--- src/rtl/uart8n1_pkg.sv ---
`timescale 1ns / 1ps
// Shared constants and types for the 8N1 UART transceiver.
package uart8n1_pkg;

  localparam int unsigned DataBits = 8;
  localparam int unsigned TimerW   = 24;
  localparam int unsigned UsecW    = 10;
  localparam int unsigned TmoW     = 32;
  localparam int unsigned TxIdxW   = $clog2(DataBits + 3);
  localparam int unsigned RxIdxW   = $clog2(DataBits + 1);

  localparam logic [TimerW-1:0] CyclesPerBitRst = TimerW'(6076);
  localparam logic [UsecW-1:0]  TicksPerUsecRst = UsecW'(700);

  typedef enum logic [0:0] {
    CfgCyclesPerBit = 1'b0,
    CfgTicksPerUsec = 1'b1
  } cfg_reg_e;

  typedef struct packed {
    logic level;
    logic busy;
  } tx_stat_t;

  typedef struct packed {
    logic                busy;
    logic                done;
    logic [DataBits-1:0] data;
    logic                timeout;
  } rx_stat_t;

endpackage

--- src/rtl/uart8n1_tx.sv ---
`timescale 1ns / 1ps
// Transmit framer: start bit, data LSB first, stop bit, one tick per word.
module uart8n1_tx (
  input  logic                                clk_i,
  input  logic                                rst_ni,
  input  logic                                step_i,
  input  logic [uart8n1_pkg::TimerW-1:0]      period_i,
  input  logic                                send_start_i,
  input  logic [uart8n1_pkg::DataBits-1:0]    send_byte_i,
  output uart8n1_pkg::tx_stat_t               stat_o
);

  logic                                active_q, active_d;
  logic [uart8n1_pkg::DataBits-1:0]    shift_q, shift_d;
  logic [uart8n1_pkg::TxIdxW-1:0]      idx_q, idx_d;
  logic [uart8n1_pkg::TimerW-1:0]      timer_q, timer_d;
  logic                                line_q, line_d;
  logic [uart8n1_pkg::TimerW-1:0]      timer_inc;
  logic [uart8n1_pkg::TxIdxW-1:0]      idx_inc;

  assign timer_inc = timer_q + uart8n1_pkg::TimerW'(1);
  assign idx_inc   = idx_q + uart8n1_pkg::TxIdxW'(1);

  always_comb begin
    active_d = active_q;
    shift_d  = shift_q;
    idx_d    = idx_q;
    timer_d  = timer_q;
    line_d   = line_q;
    if (active_q) begin
      timer_d = timer_inc;
      if (timer_inc >= period_i) begin
        timer_d = '0;
        idx_d   = idx_inc;
        if (idx_inc > uart8n1_pkg::TxIdxW'(uart8n1_pkg::DataBits + 1)) begin
          active_d = 1'b0;
          idx_d    = '0;
          line_d   = 1'b1;
        end else if (idx_inc <= uart8n1_pkg::TxIdxW'(uart8n1_pkg::DataBits)) begin
          // data slot idx_inc carries bit idx_q
          line_d = shift_q[idx_q[$clog2(uart8n1_pkg::DataBits)-1:0]];
        end else begin
          line_d = 1'b1;
        end
      end
    end else if (send_start_i) begin
      active_d = 1'b1;
      shift_d  = send_byte_i;
      idx_d    = '0;
      timer_d  = '0;
      line_d   = 1'b0;
    end
  end

  always_ff @(posedge clk_i or negedge rst_ni) begin
    if (!rst_ni) begin
      active_q <= 1'b0;
      shift_q  <= '0;
      idx_q    <= '0;
      timer_q  <= '0;
      line_q   <= 1'b1;
    end else if (step_i) begin
      active_q <= active_d;
      shift_q  <= shift_d;
      idx_q    <= idx_d;
      timer_q  <= timer_d;
      line_q   <= line_d;
    end
  end

  assign stat_o.level = line_d;
  assign stat_o.busy  = active_d;

endmodule

--- src/rtl/uart8n1_rx.sv ---
`timescale 1ns / 1ps
// Receive sequencer: start-bit wait with timeout, mid-bit sampling, stop wait.
module uart8n1_rx (
  input  logic                                clk_i,
  input  logic                                rst_ni,
  input  logic                                step_i,
  input  logic [uart8n1_pkg::TimerW-1:0]      period_i,
  input  logic [uart8n1_pkg::UsecW-1:0]       ticks_per_usec_i,
  input  logic                                rx_level_i,
  input  logic                                recv_start_i,
  input  logic [uart8n1_pkg::TmoW-1:0]        wait_usec_i,
  output uart8n1_pkg::rx_stat_t               stat_o
);

  typedef enum logic [2:0] {
    PhIdle = 3'd0,
    PhWait = 3'd1,
    PhHalf = 3'd2,
    PhData = 3'd3,
    PhStop = 3'd4
  } rx_phase_e;

  rx_phase_e                           phase_q, phase_d, phase_w;
  logic [uart8n1_pkg::TimerW-1:0]      timer_q, timer_d, timer_w, timer_inc;
  logic [uart8n1_pkg::UsecW-1:0]       pre_q, pre_d, pre_w, pre_inc;
  logic [uart8n1_pkg::TmoW-1:0]        left_q, left_d, left_w;
  logic [uart8n1_pkg::DataBits-1:0]    shift_q, shift_d, shift_w;
  logic [uart8n1_pkg::RxIdxW-1:0]      idx_q, idx_d, idx_w, idx_inc;
  logic                                armed;
  logic                                done, tmo;
  logic [uart8n1_pkg::TimerW-1:0]      half;

  assign half = period_i >> 1;

  always_comb begin
    // load on arming, then run this tick's phase step
    armed   = 1'b0;
    phase_w = phase_q;
    timer_w = timer_q;
    pre_w   = pre_q;
    left_w  = left_q;
    shift_w = shift_q;
    idx_w   = idx_q;
    if (phase_q == PhIdle && recv_start_i) begin
      armed   = 1'b1;
      phase_w = PhWait;
      left_w  = wait_usec_i;
      pre_w   = '0;
      shift_w = '0;
      idx_w   = '0;
      timer_w = '0;
    end

    timer_inc = timer_w + uart8n1_pkg::TimerW'(1);
    pre_inc   = pre_w + uart8n1_pkg::UsecW'(1);
    idx_inc   = idx_w + uart8n1_pkg::RxIdxW'(1);

    phase_d = phase_w;
    timer_d = timer_w;
    pre_d   = pre_w;
    left_d  = left_w;
    shift_d = shift_w;
    idx_d   = idx_w;
    done    = 1'b0;
    tmo     = 1'b0;

    unique case (phase_w)
      PhIdle: ;
      PhWait: begin
        if (!rx_level_i) begin
          phase_d = PhHalf;
          timer_d = '0;
        end else if (left_w == '0) begin
          phase_d = PhIdle;
          tmo     = 1'b1;
        end else if (!armed) begin
          pre_d = pre_inc;
          if (pre_inc >= ticks_per_usec_i) begin
            pre_d  = '0;
            left_d = left_w - uart8n1_pkg::TmoW'(1);
          end
        end
      end
      PhHalf: begin
        timer_d = timer_inc;
        if (timer_inc >= half) begin
          phase_d = PhData;
          timer_d = '0;
          idx_d   = '0;
        end
      end
      PhData: begin
        timer_d = timer_inc;
        if (timer_inc >= period_i) begin
          timer_d = '0;
          if (idx_w < uart8n1_pkg::RxIdxW'(uart8n1_pkg::DataBits)) begin
            shift_d[idx_w[$clog2(uart8n1_pkg::DataBits)-1:0]] =
              shift_w[idx_w[$clog2(uart8n1_pkg::DataBits)-1:0]] | rx_level_i;
          end
          idx_d = idx_inc;
          if (idx_inc >= uart8n1_pkg::RxIdxW'(uart8n1_pkg::DataBits)) begin
            phase_d = PhStop;
          end
        end
      end
      PhStop: begin
        timer_d = timer_inc;
        if (timer_inc >= period_i) begin
          timer_d = '0;
          phase_d = PhIdle;
          done    = 1'b1;
        end
      end
      default: phase_d = PhIdle;
    endcase
  end

  always_ff @(posedge clk_i or negedge rst_ni) begin
    if (!rst_ni) begin
      phase_q <= PhIdle;
      timer_q <= '0;
      pre_q   <= '0;
      left_q  <= '0;
      shift_q <= '0;
      idx_q   <= '0;
    end else if (step_i) begin
      phase_q <= phase_d;
      timer_q <= timer_d;
      pre_q   <= pre_d;
      left_q  <= left_d;
      shift_q <= shift_d;
      idx_q   <= idx_d;
    end
  end

  assign stat_o.busy    = (phase_d != PhIdle);
  assign stat_o.done    = done;
  assign stat_o.data    = done ? shift_d : '0;
  assign stat_o.timeout = tmo;

endmodule

--- src/rtl/uart_8n1_transceiver.sv ---
`timescale 1ns / 1ps
// 8N1 UART transceiver top: config registers, tx/rx cores, result register.
//
//  channel | signals                                   | direction
//  --------+-------------------------------------------+----------
//  in      | in_valid_i, in_stall_o, rx_level_i ...    | one tick word in
//  out     | out_valid_o, out_stall_i, tx_level_o ...  | one status word out
//  cfg     | cfg_we_i, cfg_addr_i, cfg_wdata_i         | register write
//
// One word in, one word out; a word is taken every cycle while the result
// register is empty or being drained, and its status word shows in the next cycle.
// Reset clears both cores to idle with the line high and loads default timing.
// A stall on the output holds the result and stalls the input for that cycle.
module uart_8n1_transceiver (
  input  logic                                clk_i,
  input  logic                                rst_ni,
  input  logic                                cfg_we_i,
  input  logic [0:0]                          cfg_addr_i,
  input  logic [uart8n1_pkg::TimerW-1:0]      cfg_wdata_i,
  input  logic                                in_valid_i,
  output logic                                in_stall_o,
  input  logic                                rx_level_i,
  input  logic                                send_start_i,
  input  logic [7:0]                          send_byte_i,
  input  logic                                recv_start_i,
  input  logic [31:0]                         wait_usec_i,
  output logic                                out_valid_o,
  input  logic                                out_stall_i,
  output logic                                tx_level_o,
  output logic                                tx_busy_o,
  output logic                                rx_busy_o,
  output logic                                rx_done_o,
  output logic [7:0]                          rx_byte_o,
  output logic                                rx_timeout_o
);

  logic [uart8n1_pkg::TimerW-1:0] cpb_q;
  logic [uart8n1_pkg::UsecW-1:0]  tpu_q;
  logic [uart8n1_pkg::TimerW-1:0] period;
  logic                           step;
  logic                           out_valid_q, out_valid_d;
  uart8n1_pkg::tx_stat_t          tx_stat;
  uart8n1_pkg::rx_stat_t          rx_stat;
  uart8n1_pkg::tx_stat_t          tx_res_q;
  uart8n1_pkg::rx_stat_t          rx_res_q;

  always_ff @(posedge clk_i or negedge rst_ni) begin
    if (!rst_ni) begin
      cpb_q <= uart8n1_pkg::CyclesPerBitRst;
      tpu_q <= uart8n1_pkg::TicksPerUsecRst;
    end else if (cfg_we_i) begin
      unique case (cfg_addr_i)
        uart8n1_pkg::CfgCyclesPerBit: cpb_q <= cfg_wdata_i;
        uart8n1_pkg::CfgTicksPerUsec: tpu_q <= cfg_wdata_i[uart8n1_pkg::UsecW-1:0];
        default: ;
      endcase
    end
  end

  assign period = (cpb_q == '0) ? uart8n1_pkg::TimerW'(1) : cpb_q;

  assign in_stall_o = out_valid_q && out_stall_i;
  assign step       = in_valid_i && !in_stall_o;

  uart8n1_tx u_tx (
    .clk_i        (clk_i),
    .rst_ni       (rst_ni),
    .step_i       (step),
    .period_i     (period),
    .send_start_i (send_start_i),
    .send_byte_i  (send_byte_i),
    .stat_o       (tx_stat)
  );

  uart8n1_rx u_rx (
    .clk_i            (clk_i),
    .rst_ni           (rst_ni),
    .step_i           (step),
    .period_i         (period),
    .ticks_per_usec_i (tpu_q),
    .rx_level_i       (rx_level_i),
    .recv_start_i     (recv_start_i),
    .wait_usec_i      (wait_usec_i),
    .stat_o           (rx_stat)
  );

  always_comb begin
    out_valid_d = out_valid_q;
    if (step) begin
      out_valid_d = 1'b1;
    end else if (out_valid_q && !out_stall_i) begin
      out_valid_d = 1'b0;
    end
  end

  always_ff @(posedge clk_i or negedge rst_ni) begin
    if (!rst_ni) begin
      out_valid_q <= 1'b0;
    end else begin
      out_valid_q <= out_valid_d;
    end
  end

  always_ff @(posedge clk_i) begin
    if (step) begin
      tx_res_q <= tx_stat;
      rx_res_q <= rx_stat;
    end
  end

  assign out_valid_o  = out_valid_q;
  assign tx_level_o   = tx_res_q.level;
  assign tx_busy_o    = tx_res_q.busy;
  assign rx_busy_o    = rx_res_q.busy;
  assign rx_done_o    = rx_res_q.done;
  assign rx_byte_o    = rx_res_q.data;
  assign rx_timeout_o = rx_res_q.timeout;

endmodule

--- config.mk ---
export PLATFORM = sky130hd
export DESIGN_NAME = uart_8n1_transceiver
export DESIGN_NICKNAME = d
export VERILOG_FILES = /design/src/rtl/uart8n1_pkg.sv /design/src/rtl/uart8n1_tx.sv /design/src/rtl/uart8n1_rx.sv /design/src/rtl/uart_8n1_transceiver.sv
export SDC_FILE = /design/constraint.sdc
export NUM_CORES = 1
export LEC_CHECK = 0
export ABC_AREA = 1
export BUFFER_PORTS_ARGS = -buffer_cell sky130_fd_sc_hd__clkbuf_2
export CAP_MARGIN = 20
export CORE_MARGIN = 5
export CORE_UTILIZATION = 49
export CTS_BUF_LIST = sky130_fd_sc_hd__clkbuf_16
export CTS_CLUSTER_DIAMETER = 30
export DETAILED_ROUTE_END_ITERATION = 12
export PLACE_DENSITY = 0.67
export SETUP_SLACK_MARGIN = 0.05
export SKIP_CTS_REPAIR_TIMING = 1
export SYNTH_ARGS = -nofsm -noshare
export SYNTH_HDL_FRONTEND = slang
export SYNTH_SLANG_ARGS = --single-unit
--- constraint.sdc ---
create_clock -name clk_i -period 8.6 [get_ports clk_i]
set_input_delay 1.72 -clock clk_i [delete_from_list [all_inputs] [get_ports clk_i]]
set_output_delay 1.72 -clock clk_i [all_outputs]
set_load 0.05 [all_outputs]
==> flow_metrics.env <==
export IMPL_start_util=0.499
export IMPL_crit_type="input port to register"
export IMPL_synth_area_leaders="dfrtp_1 27%, nand2_1 12%, ha_1 8.7%"
export IMPL_crit_path_end_kind="register"
export IMPL_grt_pass1_wl_um=52900
export IMPL_path_clk_slew_ns=0.07
export IMPL_nFillCells=2473
export IMPL_synthMuxAreaShare=0.00715
export IMPL_grt_max_degree=103
export IMPL_cts_max_path_buffers=2
export IMPL_ant_nets=0
export IMPL_htree_levels=4
export IMPL_synth_seq_cells=167
export IMPL_grt_pass1_vias=11000
export IMPL_dp_cells=2139
export IMPL_layout_drive_gt1_share=0.108
export IMPL_power_mw=4.24
export IMPL_fin_crit_ns=6.04
export IMPL_vias_per_cell=5.29
export IMPL_grt_total_usage=0.219
export IMPL_portBuffers=87
export IMPL_gp_congestion=0.859
export IMPL_ys_types=57
export IMPL_fin_cells=2171
export IMPL_cts_made_buffers=17
export IMPL_skew_ns=0.0109
export IMPL_hold_violations=0
export IMPL_yosys_most_used_dff="dfrtp_1"
export IMPL_antenna_found_initial=0
export IMPL_synthesis_area_um2=12600
export IMPL_synth_adder_area_share=0.0873
export IMPL_cp_start_kind="input port"
export IMPL_status="finished, final reports clean"
export IMPL_diodes=0
export IMPL_ys_seq_area_frac=0.338
export IMPL_area_delta_synth_final_pct=9.60
export IMPL_synth_compound_area_frac=0.116
export IMPL_maxCapViolations=0
export IMPL_p_leak_nw=7.16
export IMPL_crit_fanout=24
export IMPL_nNetsFinal=1989
export IMPL_die_area_um2=29000
export IMPL_max_freq_mhz=166
export IMPL_fp_coreArea_um2=25300
export IMPL_dp_hpwl_um=22200
export IMPL_drt_iter0_drc=867
export IMPL_die_h_um=170
export IMPL_synth_most_common_cell="nand2_1"
export IMPL_synth_avg_cell_area_um2=7.10
export IMPL_synth_cells=1775
export IMPL_maxSlewHeadroom=0.357
export IMPL_grt_ovfl_total=0
export IMPL_fin_tns_setup_ns=0
export IMPL_hp_class="register to register"
export IMPL_rsz0062_at_grt="false"
export IMPL_finalCritPeriodShare=0.703
export IMPL_syn_nets=1936
export IMPL_worstSkewPairLatency_ns=0.44
export IMPL_slew_viol_final=0
export IMPL_die_x_um=170
export IMPL_setup_viol=0
export IMPL_wl_per_cell_um=14.4
export IMPL_cts_sinks=167
export IMPL_seqCellArea_um2=4260
export IMPL_multi_input_area_um2=7000
export IMPL_ys_warn_count=0
export IMPL_cts_root_buf="clkbuf_16"
export IMPL_drc=0
export IMPL_hold_ws_ns=0.482
export IMPL_synth_top_area_frac=0.274
export IMPL_vdd_drop_max_mv=0.137
export IMPL_arrival_ns=6.23
export IMPL_via_count=11500
export IMPL_required_ns=8.79
export IMPL_yosysTopAreaCell="dfrtp_1"
export IMPL_synth_xor_area_frac=0.0479
export IMPL_async_flop_share=0.922
export IMPL_wirelength_um=31200
export IMPL_tightest_slew_ns=0.964
export IMPL_p_per_area_nw_per_um2=307
export IMPL_synth_edf_count=13
export IMPL_synth_commonest_cells="403 x nand2_1, 271 x inv_1, 159 x nand3_1"
export IMPL_synth_top_family_by_area="simple AND/OR/NAND/NOR gates"
export IMPL_tritoncts="yes"
export IMPL_io_pins=88
export IMPL_synthSimpleGateAreaFrac=0.296
export IMPL_first_pass_iters=5
export IMPL_rows=58
[cell families (layout without fill, tap and decap cells)]
logic type | count (synthesis) | after routing
buffers and inverters | 340 | 406
adder cells (fa/ha/maj) | 88 | 88
AND/OR/NAND/NOR | 845 | 845
flip-flops | 167 | 167
XOR/XNOR | 69 | 69
multiplexers | 7 | 7
AO/OA/AOI/OAI | 259 | 259
[metrics by stage]
stage,util,setup slack [ns],instance area (um2)
after floorplan,-,3.03,12600
after global placement,0.524,2.30,13200
after detailed placement,0.524,2.14,13200
after CTS,0.547,2.59,13800
after global routing,0.547,2.11,13800
final,0.547,2.56,13800
[worst paths after layout]
| kind | from | end | slack (ns) | cells after the start |
|---|---|---|---|---|
| setup / recovery | recv_start_i | rx_busy_o$_DFFE_PP_ | 2.56 | 24 |
| max in group asynchronous | rst_ni | cpb_q[13]$_DFFE_PN0P_ | 5.87 | 2 |
| hold / removal | u_rx.shift_q[5]$_DFFE_PN0P_ | u_rx.shift_q[5]$_DFFE_PN0P_ | 0.48 | 2 |
| min in group asynchronous | rst_ni | u_rx.left_q[15]$_DFFE_PN0P_ | 1.39 | 1 |
| setup reg to reg | u_rx.phase_q[0]$_DFFE_PN0P_ | rx_busy_o$_DFFE_PP_ | 3.51 | 22 |
| hold reg to reg | u_rx.shift_q[5]$_DFFE_PN0P_ | u_rx.shift_q[5]$_DFFE_PN0P_ | 0.48 | 2 |
[power breakdown]
group          internal (mW)  switching, mW  total (mW)  leakage, nW
Sequential              1.03          0.157        1.19         2.01
Combinational          0.755           1.53        2.28         4.89
Clock                  0.428          0.343       0.772        0.267
[state kept, by name, indices dropped and copies added (netlist names), 4 cells and up]
name	flops
u_rx.shift_q	8
u_tx.timer_q	24
u_tx.shift_q	8
u_rx.timer_q	24
cpb_q	24
u_rx.pre_q	10
u_tx.idx_q	4
tpu_q	10
u_rx.left_q	32
u_rx.idx_q	4
rx_byte_o	8
[metal layers]
layer,track usage,part of all wire,vias to the layer above
li1,-,-,5884
met1,0.303,0.48,5332
met2,0.362,0.46,239
met3,0.0339,0.047,30
met4,0.0542,0.012,0
met5,0,0,-
[worst max-delay path: stages]
cell	delay (ns)
clkbuf_2	0.08
inv_1	0.08
nor2_2	0.04
nand2_2	0.36
inv_2	0.06
nor2_1	0.53
ha_1	0.32
nand4_2	0.14
nor2_2	0.25
nand3_1	0.24
nor3_1	0.30
nand2_1	0.10
xor2_1	0.31
ha_1	0.21
a21oi_1	0.06
nor2_1	0.09
a211oi_1	0.05
o221a_2	0.24
nand2_2	0.33
inv_2	0.31
nand2_1	0.13
nand2_1	0.08
nor2_1	0.11
nand2_1	0.06
[cell usage in the layout, fill, tap and decap left out, drive strengths merged, types with 3 or more instances in the layout]
cell type and instances:
nand4 52, nand3 162, nor3 31, o31ai 6
o21a 18, edfxtp 13, mux2 6, inv 277
a22oi 4, nand2 412, a31oi 10, nor2 167
dfstp 16, clkbuf 103, nand3b 3, a21oi 101
nor4 7, buf 12, or2 8, o21ai 97
clkinvlp 5, dfrtp 138, a211oi 5, ha 88
xor2 62, clkinv 7, xnor2 7, o211ai 5
[cell type report]
| cell class | instances | area share |
|---|---|---|
| multi-input cells | 1268 | 0.507 |
| flip-flops and latches | 167 | 0.309 |
| inverters | 276 | 0.0751 |
| repair buffers | 98 | 0.0379 |
| clock buffers | 17 | 0.0308 |
| well taps | 330 | 0.0299 |
| clock inverters | 15 | 0.0111 |
Note: power is estimated with default switching activity, not from simulation.
